`src/hdl/aesp_pkg.sv`:
```
`timescale 1ns / 1ps
// ----------------------------------------------------------------------------
// aesp_pkg
// Shared types and constants of the terminal escape sequence parser.
// ----------------------------------------------------------------------------
package aesp_pkg;

    // controller states, one-hot
    typedef enum logic [5:0] {
        ST_GROUND  = 6'b000001,
        ST_ESC     = 6'b000010,
        ST_CSI     = 6'b000100,
        ST_STR     = 6'b001000,
        ST_STR_ESC = 6'b010000,
        ST_EMIT    = 6'b100000
    } t_state;

    typedef enum logic [1:0] {
        KIND_PRINT    = 2'd0,
        KIND_CONTROL  = 2'd1,
        KIND_ESC_DISP = 2'd2,
        KIND_CSI_PARM = 2'd3
    } t_event_kind;

    // configuration register indexes
    localparam logic CFG_SEQ_LIMIT = 1'b0;
    localparam logic CFG_STR_LIMIT = 1'b1;

    localparam logic [7:0]  SEQ_LIMIT_RST = 8'd64;
    localparam logic [15:0] STR_LIMIT_RST = 16'd4096;
    localparam logic [15:0] PARAM_MAX     = 16'hffff;
    localparam logic [16:0] LEN_MAX       = 17'h1ffff;

    // byte codes
    localparam logic [7:0] B_BEL    = 8'h07;
    localparam logic [7:0] B_ESC    = 8'h1b;
    localparam logic [7:0] B_DEL    = 8'h7f;
    localparam logic [7:0] B_LBR    = 8'h5b; // '['
    localparam logic [7:0] B_BSLASH = 8'h5c; // '\'

    // datapath status, one snapshot of the current byte and counters
    typedef struct packed {
        logic is_esc;
        logic is_c0;       // below 0x20 or DEL
        logic is_lbr;
        logic is_str_open; // ] P ^ _ X
        logic is_inter;    // 0x20-0x2f
        logic is_digit;
        logic is_sep;      // ; or :
        logic is_priv;     // ? < = >
        logic is_final;    // 0x40-0x7e
        logic is_bel;
        logic is_bslash;
        logic inter_flag;
        logic over_flag;
        logic over_seq;    // bumped length exceeds sequence limit
        logic over_str;    // bumped length exceeds string limit
        logic len_one;     // bumped length is one
        logic sep_room;
        logic emit_last;
        logic out_free;
    } t_stat;

    // controller commands
    typedef struct packed {
        logic        clr_len;
        logic        clr_inter;
        logic        clr_csi;     // count, private, overlong, accumulator
        logic        bump;
        logic        set_inter;
        logic        set_priv;
        logic        set_over;
        logic        digit;
        logic        sep;
        logic        store_final;
        logic        start_emit;
        logic        emit_step;
        logic        load_single;
        t_event_kind kind;
    } t_cmd;

endpackage

```
`src/hdl/aesp_ctrl.sv`:
```
`timescale 1ns / 1ps
// ----------------------------------------------------------------------------
// aesp_ctrl
// Parser state machine: decides per accepted byte which datapath actions run,
// and steps the parameter run out of the store.
// ----------------------------------------------------------------------------
module aesp_ctrl (
    input  logic           i_clk,
    input  logic           i_rst_n,
    input  logic           i_in_valid,
    output logic           o_in_stall,
    input  aesp_pkg::t_stat i_stat,
    output aesp_pkg::t_cmd  o_cmd
);

    aesp_pkg::t_state r_state, n_state;
    logic             w_acc;

    assign o_in_stall = (r_state == aesp_pkg::ST_EMIT) || !i_stat.out_free;
    assign w_acc      = i_in_valid && !o_in_stall;

    always_comb begin
        n_state = r_state;
        o_cmd   = '0;
        o_cmd.kind = aesp_pkg::KIND_PRINT;
        unique case (r_state)
            aesp_pkg::ST_GROUND: begin
                if (w_acc) begin
                    o_cmd.load_single = 1'b1;
                    if (i_stat.is_c0) begin
                        o_cmd.kind = aesp_pkg::KIND_CONTROL;
                        if (i_stat.is_esc) begin
                            o_cmd.clr_len   = 1'b1;
                            o_cmd.clr_inter = 1'b1;
                            n_state = aesp_pkg::ST_ESC;
                        end
                    end
                end
            end
            aesp_pkg::ST_ESC: begin
                if (w_acc && !i_stat.is_esc) begin
                    if (i_stat.is_lbr) begin
                        o_cmd.clr_len   = 1'b1;
                        o_cmd.clr_inter = 1'b1;
                        o_cmd.clr_csi   = 1'b1;
                        n_state = aesp_pkg::ST_CSI;
                    end else if (i_stat.is_str_open) begin
                        o_cmd.clr_len = 1'b1;
                        n_state = aesp_pkg::ST_STR;
                    end else if (i_stat.is_inter) begin
                        o_cmd.set_inter = 1'b1;
                        o_cmd.bump      = 1'b1;
                        if (i_stat.over_seq) n_state = aesp_pkg::ST_GROUND;
                    end else begin
                        n_state = aesp_pkg::ST_GROUND;
                        if (!i_stat.inter_flag) begin
                            o_cmd.load_single = 1'b1;
                            o_cmd.kind        = aesp_pkg::KIND_ESC_DISP;
                        end
                    end
                end
            end
            aesp_pkg::ST_CSI: begin
                if (w_acc) begin
                    if (i_stat.is_esc) begin
                        o_cmd.clr_len   = 1'b1;
                        o_cmd.clr_inter = 1'b1;
                        n_state = aesp_pkg::ST_ESC;
                    end else begin
                        o_cmd.bump = 1'b1;
                        if (i_stat.over_seq) o_cmd.set_over = 1'b1;
                        if (i_stat.is_digit) begin
                            o_cmd.digit = !i_stat.inter_flag;
                        end else if (i_stat.is_sep) begin
                            o_cmd.sep = i_stat.sep_room;
                        end else if (i_stat.is_priv && i_stat.len_one) begin
                            o_cmd.set_priv = 1'b1;
                        end else if (i_stat.is_inter) begin
                            o_cmd.set_inter = 1'b1;
                        end else if (i_stat.is_final) begin
                            if (!i_stat.over_flag && !i_stat.over_seq &&
                                !i_stat.inter_flag) begin
                                o_cmd.store_final = 1'b1;
                                o_cmd.start_emit  = 1'b1;
                                n_state = aesp_pkg::ST_EMIT;
                            end else begin
                                n_state = aesp_pkg::ST_GROUND;
                            end
                        end else begin
                            // stray byte spoils the sequence
                            o_cmd.set_over = 1'b1;
                        end
                    end
                end
            end
            aesp_pkg::ST_STR: begin
                if (w_acc) begin
                    if (i_stat.is_bel) begin
                        n_state = aesp_pkg::ST_GROUND;
                    end else if (i_stat.is_esc) begin
                        n_state = aesp_pkg::ST_STR_ESC;
                    end else begin
                        o_cmd.bump = 1'b1;
                        if (i_stat.over_str) n_state = aesp_pkg::ST_GROUND;
                    end
                end
            end
            aesp_pkg::ST_STR_ESC: begin
                if (w_acc) begin
                    if (i_stat.is_bslash)    n_state = aesp_pkg::ST_GROUND;
                    else if (!i_stat.is_esc) n_state = aesp_pkg::ST_STR;
                end
            end
            aesp_pkg::ST_EMIT: begin
                o_cmd.kind = aesp_pkg::KIND_CSI_PARM;
                if (i_stat.out_free) begin
                    o_cmd.emit_step = 1'b1;
                    if (i_stat.emit_last) n_state = aesp_pkg::ST_GROUND;
                end
            end
            default: n_state = aesp_pkg::ST_GROUND;
        endcase
    end

    always_ff @(posedge i_clk) begin
        if (!i_rst_n) begin
            r_state <= aesp_pkg::ST_GROUND;
        end else begin
            r_state <= n_state;
        end
    end

endmodule

```
`src/hdl/aesp_dp.sv`:
```
`timescale 1ns / 1ps
// ----------------------------------------------------------------------------
// aesp_dp
// Parser datapath: byte decode, length counter, flags, parameter accumulator,
// parameter store, limit registers and the output register.
// ----------------------------------------------------------------------------
module aesp_dp #(
    parameter int PARAM_SLOTS = 16
) (
    input  logic           i_clk,
    input  logic           i_rst_n,
    input  logic [7:0]     i_data_byte,
    input  logic           i_cfg_we,
    input  logic           i_cfg_index,
    input  logic [15:0]    i_cfg_data,
    input  aesp_pkg::t_cmd i_cmd,
    output aesp_pkg::t_stat o_stat,
    output logic           o_out_valid,
    input  logic           i_out_stall,
    output logic [1:0]     o_event_kind,
    output logic [7:0]     o_event_byte,
    output logic           o_private_marker,
    output logic [3:0]     o_param_index,
    output logic [15:0]    o_param_value,
    output logic           o_last_of_run
);

    localparam int SLOT_CAP = (PARAM_SLOTS < 16) ? PARAM_SLOTS : 16;
    localparam int IDX_W    = (SLOT_CAP > 1) ? $clog2(SLOT_CAP) : 1;

    logic [7:0]  r_seq_limit;
    logic [15:0] r_str_limit;
    logic [16:0] r_len;
    logic [16:0] w_len_inc;
    logic [3:0]  r_count;
    logic [3:0]  r_eidx;
    logic        r_inter, r_priv, r_over;
    logic [15:0] r_cur;
    logic [19:0] w_prod;
    logic [15:0] w_cur_next;
    logic [7:0]  r_final;
    logic [15:0] r_store [SLOT_CAP];
    logic        r_out_valid;
    logic        w_out_free;
    logic [7:0]  b;

    assign b = i_data_byte;

    // saturating length after this byte
    assign w_len_inc = (r_len == aesp_pkg::LEN_MAX) ? r_len : r_len + 17'd1;

    // cur * 10 + digit, saturated
    assign w_prod     = {1'b0, r_cur, 3'b000} + {3'b000, r_cur, 1'b0} + {16'd0, b[3:0]};
    assign w_cur_next = (w_prod > {4'd0, aesp_pkg::PARAM_MAX}) ? aesp_pkg::PARAM_MAX
                                                                : w_prod[15:0];

    assign w_out_free = !r_out_valid || !i_out_stall;

    always_comb begin
        o_stat             = '0;
        o_stat.is_esc      = (b == aesp_pkg::B_ESC);
        o_stat.is_c0       = (b < 8'h20) || (b == aesp_pkg::B_DEL);
        o_stat.is_lbr      = (b == aesp_pkg::B_LBR);
        o_stat.is_str_open = (b == 8'h5d) || (b == 8'h50) || (b == 8'h5e) ||
                             (b == 8'h5f) || (b == 8'h58);
        o_stat.is_inter    = (b >= 8'h20) && (b <= 8'h2f);
        o_stat.is_digit    = (b >= 8'h30) && (b <= 8'h39);
        o_stat.is_sep      = (b == 8'h3b) || (b == 8'h3a);
        o_stat.is_priv     = (b >= 8'h3c) && (b <= 8'h3f);
        o_stat.is_final    = (b >= 8'h40) && (b <= 8'h7e);
        o_stat.is_bel      = (b == aesp_pkg::B_BEL);
        o_stat.is_bslash   = (b == aesp_pkg::B_BSLASH);
        o_stat.inter_flag  = r_inter;
        o_stat.over_flag   = r_over;
        o_stat.over_seq    = w_len_inc > {9'd0, r_seq_limit};
        o_stat.over_str    = w_len_inc > {1'b0, r_str_limit};
        o_stat.len_one     = (w_len_inc == 17'd1);
        o_stat.sep_room    = ({1'b0, r_count} + 5'd1) < 5'(SLOT_CAP);
        o_stat.emit_last   = (r_eidx == r_count);
        o_stat.out_free    = w_out_free;
    end

    // control state
    always_ff @(posedge i_clk) begin
        if (!i_rst_n) begin
            r_seq_limit <= aesp_pkg::SEQ_LIMIT_RST;
            r_str_limit <= aesp_pkg::STR_LIMIT_RST;
            r_len       <= '0;
            r_count     <= '0;
            r_inter     <= 1'b0;
            r_priv      <= 1'b0;
            r_over      <= 1'b0;
            r_eidx      <= '0;
            r_out_valid <= 1'b0;
        end else begin
            if (i_cfg_we) begin
                unique case (i_cfg_index)
                    aesp_pkg::CFG_SEQ_LIMIT: r_seq_limit <= i_cfg_data[7:0];
                    aesp_pkg::CFG_STR_LIMIT: r_str_limit <= i_cfg_data;
                    default: ;
                endcase
            end
            if (i_cmd.clr_len)        r_len <= '0;
            else if (i_cmd.bump)      r_len <= w_len_inc;
            if (i_cmd.clr_inter)      r_inter <= 1'b0;
            else if (i_cmd.set_inter) r_inter <= 1'b1;
            if (i_cmd.clr_csi) begin
                r_count <= '0;
                r_priv  <= 1'b0;
                r_over  <= 1'b0;
            end else begin
                if (i_cmd.sep)      r_count <= r_count + 4'd1;
                if (i_cmd.set_priv) r_priv  <= 1'b1;
                if (i_cmd.set_over) r_over  <= 1'b1;
            end
            if (i_cmd.start_emit)     r_eidx <= '0;
            else if (i_cmd.emit_step) r_eidx <= r_eidx + 4'd1;
            if (i_cmd.load_single || i_cmd.emit_step) r_out_valid <= 1'b1;
            else if (!i_out_stall)                     r_out_valid <= 1'b0;
        end
    end

    // accumulator and final byte
    always_ff @(posedge i_clk) begin
        if (i_cmd.clr_csi || i_cmd.sep) r_cur <= '0;
        else if (i_cmd.digit)           r_cur <= w_cur_next;
        if (i_cmd.start_emit)           r_final <= b;
    end

    // parameter store: a slot is written when its parameter closes
    always_ff @(posedge i_clk) begin
        if (i_cmd.sep || i_cmd.store_final) begin
            r_store[r_count[IDX_W-1:0]] <= r_cur;
        end
    end

    // output register; the store read is registered here
    always_ff @(posedge i_clk) begin
        if (i_cmd.emit_step) begin
            o_event_kind     <= i_cmd.kind;
            o_event_byte     <= r_final;
            o_private_marker <= r_priv;
            o_param_index    <= r_eidx;
            o_param_value    <= r_store[r_eidx[IDX_W-1:0]];
            o_last_of_run    <= (r_eidx == r_count);
        end else if (i_cmd.load_single) begin
            o_event_kind     <= i_cmd.kind;
            o_event_byte     <= b;
            o_private_marker <= 1'b0;
            o_param_index    <= '0;
            o_param_value    <= '0;
            o_last_of_run    <= 1'b1;
        end
    end

    assign o_out_valid = r_out_valid;

endmodule

```
`src/hdl/ansi_escape_sequence_parser.sv`:
```
`timescale 1ns / 1ps
// ----------------------------------------------------------------------------
// ansi_escape_sequence_parser
// Terminal byte stream parser: print, control, escape dispatch and control
// sequence parameter events.
// ----------------------------------------------------------------------------
// Input channel: i_in_valid / o_in_stall carry one i_data_byte per request.
// Output channel: o_out_valid / i_out_stall carry one event per request,
// held stable while stalled.
// A print, control or escape dispatch event for a taken byte appears in the
// output register on the next cycle. A good control sequence final byte
// starts a parameter run: one event per stored parameter, one per cycle
// while the receiver does not stall, from the parameter store read port, and
// input stalls for the run. Sustained rate is one byte per cycle while the
// receiver does not stall, apart from parameter runs. Input also stalls
// while an event waits in the output register and the receiver stalls; the
// single output register is the only buffering. Reset returns the parser to
// ground and the limits to 64 and 4096. Configuration: i_cfg_we writes
// i_cfg_data to register i_cfg_index (0 sequence limit, 1 string limit).
// Write only while the block is idle; the block itself does not enforce this.
// ----------------------------------------------------------------------------
module ansi_escape_sequence_parser #(
    parameter int PARAM_SLOTS = 16
) (
    input  logic        i_clk,
    input  logic        i_rst_n,
    input  logic        i_in_valid,
    output logic        o_in_stall,
    input  logic [7:0]  i_data_byte,
    output logic        o_out_valid,
    input  logic        i_out_stall,
    output logic [1:0]  o_event_kind,
    output logic [7:0]  o_event_byte,
    output logic        o_private_marker,
    output logic [3:0]  o_param_index,
    output logic [15:0] o_param_value,
    output logic        o_last_of_run,
    input  logic        i_cfg_we,
    input  logic        i_cfg_index,
    input  logic [15:0] i_cfg_data
);

    aesp_pkg::t_cmd  w_cmd;
    aesp_pkg::t_stat w_stat;

    aesp_ctrl u_ctrl (
        .i_clk      (i_clk),
        .i_rst_n    (i_rst_n),
        .i_in_valid (i_in_valid),
        .o_in_stall (o_in_stall),
        .i_stat     (w_stat),
        .o_cmd      (w_cmd)
    );

    aesp_dp #(
        .PARAM_SLOTS (PARAM_SLOTS)
    ) u_dp (
        .i_clk            (i_clk),
        .i_rst_n          (i_rst_n),
        .i_data_byte      (i_data_byte),
        .i_cfg_we         (i_cfg_we),
        .i_cfg_index      (i_cfg_index),
        .i_cfg_data       (i_cfg_data),
        .i_cmd            (w_cmd),
        .o_stat           (w_stat),
        .o_out_valid      (o_out_valid),
        .i_out_stall      (i_out_stall),
        .o_event_kind     (o_event_kind),
        .o_event_byte     (o_event_byte),
        .o_private_marker (o_private_marker),
        .o_param_index    (o_param_index),
        .o_param_value    (o_param_value),
        .o_last_of_run    (o_last_of_run)
    );

endmodule
```
`config.mk`:
```
export PLATFORM = sky130hd
export DESIGN_NAME = ansi_escape_sequence_parser
export DESIGN_NICKNAME = d
export VERILOG_FILES = /design/src/hdl/aesp_pkg.sv /design/src/hdl/aesp_ctrl.sv /design/src/hdl/aesp_dp.sv /design/src/hdl/ansi_escape_sequence_parser.sv
export SDC_FILE = /design/constraint.sdc
export NUM_CORES = 1
export LEC_CHECK = 0
export ABC_AREA = 1
export BUFFER_PORTS_ARGS = -buffer_cell sky130_fd_sc_hd__clkbuf_2
export CAP_MARGIN = 20
export CELL_PAD_IN_SITES_DETAIL_PLACEMENT = 2
export CELL_PAD_IN_SITES_GLOBAL_PLACEMENT = 2
export CORE_ASPECT_RATIO = 0.7
export CORE_UTILIZATION = 41
export CTS_CLUSTER_DIAMETER = 120
export CTS_CLUSTER_SIZE = 16
export DETAILED_ROUTE_END_ITERATION = 8
export GPL_TIMING_DRIVEN = 0
export PLACE_DENSITY = 0.77
export SLEW_MARGIN = 30
export SYNTH_ARGS = -nofsm -noshare
export SYNTH_HDL_FRONTEND = slang
export SYNTH_SLANG_ARGS = --single-unit
```
`constraint.sdc`:
```
create_clock -name i_clk -period 5.15 [get_ports i_clk]
set_clock_uncertainty 0.05 [all_clocks]
set_input_delay 0.2575 -clock i_clk [delete_from_list [all_inputs] [get_ports i_clk]]
set_output_delay 0.2575 -clock i_clk [all_outputs]
set_load 0.01 [all_outputs]
```
# Yosys cells after proc, flatten, opt, wreduce, memory -nomap -nowiden
# Memory sizes are Yosys's and may differ from the RTL's. A register that Yosys moved wholly into a read port is not among the register bits.
# Cells that the tools add are included.
# op_classes
muxes	95
addsub	6
n_lt_le_gt_ge	13
n_eq_ne	39
reduce_logical	36
bitwise	2
# ops
cell	count
two-way mux 6 bit	26
== test 8 x 7 -> 1 bit (second input constant)	8
two-way mux 16 bit	3
one-hot mux 6 bit (6 select lines)	1
two-way mux 8 bit	4
two-way mux 2 bit	15
two-way mux 3 bit	9
two-way mux 1 bit	26
>= comparator 8 x 6 -> 1 bit (second input constant)	3
<= comparator 8 x 6 -> 1 bit (second input constant)	3
adder 19 x 17 -> 20 bit	1
adder 20 x 4 -> 20 bit	1
> comparator 20 x 16 -> 1 bit (second input constant)	1
!= test 2 x 1 -> 1 bit (second input constant)	10
adder 17 x 1 -> 17 bit (second input constant)	1
== test 17 x 1 -> 1 bit (second input constant)	1
== test 17 bit (second input constant)	1
> comparator 17 x 16 -> 1 bit	1
> comparator 17 x 8 -> 1 bit	1
two-way mux 17 bit	1
AND reduction 17 bit	1
== test 8 x 6 -> 1 bit (second input constant)	2
two-way mux 4 bit	4
!= test 3 x 2 -> 1 bit (second input constant)	4
30 further kinds	63
# totals
output_inout_bits	34
ff_bits	115
in_bits	30
word_cells	210
memories	1
ramBits	256
# memory_table
name	depth	width	rd	rd_clocked_by_memory_dff	write_ports	line	text
u_dp.r_store	16	16	1	1	1	aesp_dp.sv:42	logic [15:0] r_store [SLOT_CAP];

# Logic depth before layout (Yosys ltp)
# depth
word_depth	18
ltp_mapped	29
mapped_depth_nobuf	28

# Cells and area by module
# Synthesis repeated with hierarchy kept, for this count alone.
# unflattened
cells_unflattened	1754
area_unflattened_um2	17613.1
# by_module_without_submodules
mod	n_inst	area_per_inst_um2	cells_each
aesp_dp	1	16762.3	1604
aesp_ctrl	1	850.8	150

# Worst setup path before layout
# OpenSTA, ideal clock, no wires.
# synth_path
kind	register -> register
start	register u_dp.r_len[0]
end	memory u_dp.r_store[11][0], enable pin
synth_period_minus_slack_ns	3.964
setup_time_ns	0.388
n_path_buf	2
t_arrival_ns	3.526
stages_incl_launch_ff	28
slack_ns	1.186
t_required_ns	4.712
path_cell_list	dfxtp_1 > ha_1 > nand3_2 > inv_1 > nand2_1 > nor2_1 > nand2_1 > buf_4 > buf_2 > nand2_1 > ha_1 > nand2_1 > nand2_1 > o21bai_1 > nand2_1 > nand2_1 > nand2_1 > nand2_1 > nand2_1 > nand2_1 > nand3_2 > nor2_4 > nand2_2 > nor2_4 > nand3_2 > nand2_4 > nand2_1 > nor2_1
# synth_between
elab_chain_len	18
# synth_rtl
element	line	text
start: declaration	aesp_dp.sv:33	logic [16:0] r_len;
start signal: assignment	aesp_dp.sv:104	else if (i_cmd.bump) r_len <= w_len_inc;
adder 17 x 1 -> 17 bit or == test 17 bit (tied branches)	aesp_dp.sv:50	assign w_len_inc = (r_len == aesp_pkg::LEN_MAX) ? r_len : r_len + 17'd1;
two-way mux 17 bit (*)	aesp_dp.sv:50	
net u_dp.w_len_inc[2]	aesp_dp.sv:34	logic [16:0] w_len_inc;
> comparator 17 x 8 -> 1 bit	aesp_dp.sv:75	o_stat.over_seq = w_len_inc > {9'd0, r_seq_limit};
logical NOT 1 bit	aesp_ctrl.sv:81	if (!i_stat.over_flag && !i_stat.over_seq &&
logical AND 1 bit (2 in a row)	aesp_ctrl.sv:81	
two-way mux 2 bit	aesp_ctrl.sv:81	
two-way mux 2 bit	aesp_ctrl.sv:80	end else if (i_stat.is_final) begin
[2 not listed]	-	
two-way mux 2 bit (*)	aesp_ctrl.sv:74	end else if (i_stat.is_sep) begin
two-way mux 3 bit (*)	aesp_ctrl.sv:72	if (i_stat.is_digit) begin
two-way mux 8 bit (*)	aesp_ctrl.sv:65	if (i_stat.is_esc) begin
two-way mux 8 bit (*)	aesp_ctrl.sv:64	if (w_acc) begin
two-way mux 6 bit (*)	aesp_ctrl.sv:26	unique case (r_state)
logical OR 1 bit (*)	aesp_dp.sv:132	if (i_cmd.sep || i_cmd.store_final) begin
two-way mux 1 bit (*)	aesp_dp.sv:132	
two-way mux 1 bit (not written as such) (*)	aesp_dp.sv:133	r_store[r_count[IDX_W-1:0]] <= r_cur;
end: declaration	aesp_dp.sv:42	
# The timed path passes the listed nets; every way through them passes the cells marked *.

# Final worst setup path
# layout_path
start	register u_dp.r_len[1]
end	memory u_dp.r_store[8][9], enable pin
# Same word-level chain as after synthesis.

==> results.yml <==
run_status:
  run_status: "finished, violations left"
  violations: "DRC"
timing:
  clock.fmax_mhz: 205
  setup_violations_final: 0
  report.final.slew_viol_count: 0
  report.final.hold_viol_count: 0
  layout_worst_path_cycle_share_pct: 94.9
  worst_hold_slack_ps: 41.9
  fin_crit_ps: 4890
  timing_worst_slew_pin_value_ps: 1120
  timing.max_slew.rel_slack_pct: 25.1
floorplanning:
  fp.dieW_um: 248
  placementRows: 62
  io_pins: 64
  fp.coreArea_sq_mm: 0.0413
  die-height_um: 174
  initial_core_util_pct: 41.9
  die_area_sq_mm: 0.0431
clock_network:
  cts_num_sinks: 375
  cts.clk_slew.worst_paths_ps: 80
  clkLatencyLatePin_ps: 580
  cts_inserted_buffers: 27
  tritoncts_clock_tree: "built"
  clock-root-buffer: "sky130_fd_sc_hd__clkbuf_16"
  cts-htree-levels: 1
  cts_buffer_depth: 3
logic_synthesis:
  synth_xor_area_share_pct: 1.16
  synth.largest_area_cell: "sky130_fd_sc_hd__edfxtp_1"
  synth-async-reset-ratio_pct: 0
  mappedNetlistNets: 1738
  synth_area_leaders: "sky130_fd_sc_hd__edfxtp_1, sky130_fd_sc_hd__dfxtp_1, sky130_fd_sc_hd__o21ai_0"
  synth.area.mux_share_pct: 2.77
  netlist_area_sq_mm: 0.0173
  ys_seq_elements: 375
  post_synth_num_cell_types: 47
  post_synth_fa_ha_maj_area_fraction_pct: 4.64
  synthSimpleGateAreaFrac_pct: 11.4
  synthesis.area_per_instance_sq_um: 10.5
  synth_common_cells: "sky130_fd_sc_hd__edfxtp_1, sky130_fd_sc_hd__inv_1, sky130_fd_sc_hd__nand2_1"
  synth_most_common_cell: "sky130_fd_sc_hd__edfxtp_1"
  post_synth_edffs: 296
  synth_compound_area_share_pct: 13.3
  syn_inst_count: 1645
  yosysWarningCount: 0
  synth-seq-area-share_pct: 60.5
  top_area_cell_type_share_of_the_netlist_area_pct: 51.3
  dominantRegCellSynth: "sky130_fd_sc_hd__edfxtp_1"
  combinational_family_with_the_most_area_after_synthesis: "compound AO/OA/AOI/OAI gates"
route:
  detailroute.via_count: 13700
  route.detailed.wl_per_inst_um: 27.7
  initialDrtViolationCount: 1111
  overall_routed_net_length_mm: 64.9
  route.detailed.drc: 2
  detail-route-antenna-nets: 0
  dr.pass1.iters: 7
  vias_per_cell: 5.83
placed_design:
  place.detailed.instances: 2256
  rd_place_congestion: 0.864
  detailedPlacementHpwl_mm: 45.5
  io_buffers: 63
critical_path:
  reg2reg_depth: 27
  critPathSlowestCell: "sky130_fd_sc_hd__nor2_4"
  timing.critical_path.to_type: "flip-flop"
  r2r-end: "u_dp.r_store[8][9]$_DFFE_PP_"
  startpoint_type: "flip-flop"
  critPathRequiredTime_ps: 5300
  critical_path.max_fanout: 16
  worst_r2r_src: "u_dp.r_len[1]$_SDFFE_PP0P_"
  timing.critical_path.mode_cell: "sky130_fd_sc_hd__nand2_1"
  rrSetupSlack_ps: 260
  cpPeakStageDelay_ps: 560
  critPathArrivalTime_ps: 5040
  critPathKind: "reg2reg"
pwr:
  worst_ir_drop_vdd_v: 0.000237
  power_leakage_nw: 7.53
  power.total_mw: 6.85
  power.density_cell_area_mw_per_mm2: 347
finish:
  areaGrowthSynthToFinish_pct: 14.2
  share_of_cells_above_drive_strength_1_pct: 10.6
  fillers: 4281
  antenna_cells: 0
  final-instance-count-excl-fill: 2344
  num-nets-final: 1873
min_path:
  timing.hold.worst_endpoint: "u_dp.r_final[0]$_DFFE_PP_"
  min_from: "i_data_byte[0]"
  hold_path.class: "in2reg"
  hold_path_cell_cnt: 1
global_route:
  first_global_vias: 14500
  grt_util_all_layers_pct: 29.3
  global_route.overflow_total: 0
  grt_antenna_before_repair: 2
  grt_start_max_net_pins: 20
  grt_pass1_wl_mm: 92.6
run:
  drv.max_cap_violation_count: 0
routing by layer:
metal / wire length, um / global-route usage [%]
met1: 28600 / 40.7
met2: 30300 / 47.4
met5: 0 / 0
met3: 4260 / 5.56
met4: 1640 / 7.11
worst max-delay path: cells and delay by family (launching register included):
family                     cells  cell delay [ps]
DFF                            1              440
AOI/OAI and AO/OA              1              120
buffers and inverters          3              510
adders and majority gates      2              540
and+or+nand+nor               21             2820
cell families (layout without fill, tap and decap cells):
family          count (synthesis)  after routing
compound gates                407            407
buf+inv                       280            435
fa+ha+maj                      63             63
simple gates                  449            449
mux                            48             48
flops                         375            375
xor+xnor                       23             23
sequential cells by signal (all words and copies together), names as in the netlist, 2 cells and up, named ones only:
register and cells:
u_ctrl.r_state 6, u_dp.r_cur 16, u_dp.o_param_index 4, u_dp.o_param_value 16
u_dp.o_event_byte 8, u_dp.r_count 4, u_dp.o_event_kind 2, u_dp.r_store 256
u_dp.r_final 8, u_dp.r_seq_limit 8, u_dp.r_len 17, u_dp.r_str_limit 16
u_dp.r_eidx 4
layout make-up:
class,count,area (sq um),area share [%]
Clock inverter,1,11.3,0.0569
Inverter,213,800,4.04
Tap cell,544,681,3.44
Clock buffer,48,754,3.82
Multi-Input combinational cell,990,5890,29.8
Buffer,67,282,1.42
Sequential cell,375,10500,53.0
Timing Repair Buffer,106,873,4.42
repair_timing:
item                                    CTS  global route
hold buffers                             22             0
gates resized for setup                   0             4
hold endpoints to repair                 29             0
setup buffers                             0            17
endpoints found under the setup margin    0           198
power by group:
part	internal (mW)	total, mW	switching [mW]	leakage, nW
clock network	0.995	2.10	1.10	0.364
logic	0.372	1.15	0.777	3.51
registers	3.46	3.61	0.152	3.65
total	4.82	6.85	2.03	7.53
per-stage QoR:
stage / area [sq um] / worst slack, ps / setup TNS [ps] / utilization [%]
final: 19800 / 263 / 0 / 47.8
after floorplan: 17300 / 1190 / 0 / -
after global routing: 19800 / -35.6 / -496 / 47.8
after global placement: 18300 / -291 / -32900 / 44.3
after detailed placement: 18500 / 186 / 0 / 44.7
after CTS: 19500 / 126 / 0 / 47.1
cell usage in the layout, fill, tap and decap left out, drive strengths merged, types with 2 or more instances in the layout:
master,instances
edfxtp,296
inv,211
nand2,192
o21ai,163
clkbuf,159
a21oi,149
nor2,148
dfxtp,79
ha,61
nand3,57
mux2i,48
a211oi,42
buf,40
o211ai,37
dlygate4sd3,22
nor3,20
nand4,19
xor2,14
xnor2,9
nor4,6
a21boi,5
nand3b,4
or2,3
clkinv,3
o21a,3
o2111ai,2
fa,2
how the worst max path moves through the flow:
stage	from	to	slack [ps]
3_3_place_gp	u_dp.r_len[0]$_SDFFE_PP0P_	u_dp.r_store[6][10]$_DFFE_PP_	-290
5_1_grt	u_dp.r_len[0]$_SDFFE_PP0P_	u_dp.r_store[8][9]$_DFFE_PP_	-40
4_1_cts	u_dp.r_len[0]$_SDFFE_PP0P_	u_dp.r_store[7][14]$_DFFE_PP_	130
2_1_floorplan	u_dp.r_len[0]$_SDFFE_PP0P_	u_dp.r_store[11][0]$_DFFE_PP_	1190
3_5_place_dp	u_dp.r_len[0]$_SDFFE_PP0P_	u_dp.r_store[7][14]$_DFFE_PP_	190
6_report	u_dp.r_len[1]$_SDFFE_PP0P_	u_dp.r_store[8][9]$_DFFE_PP_	260
(Power assumes the default switching activity.)
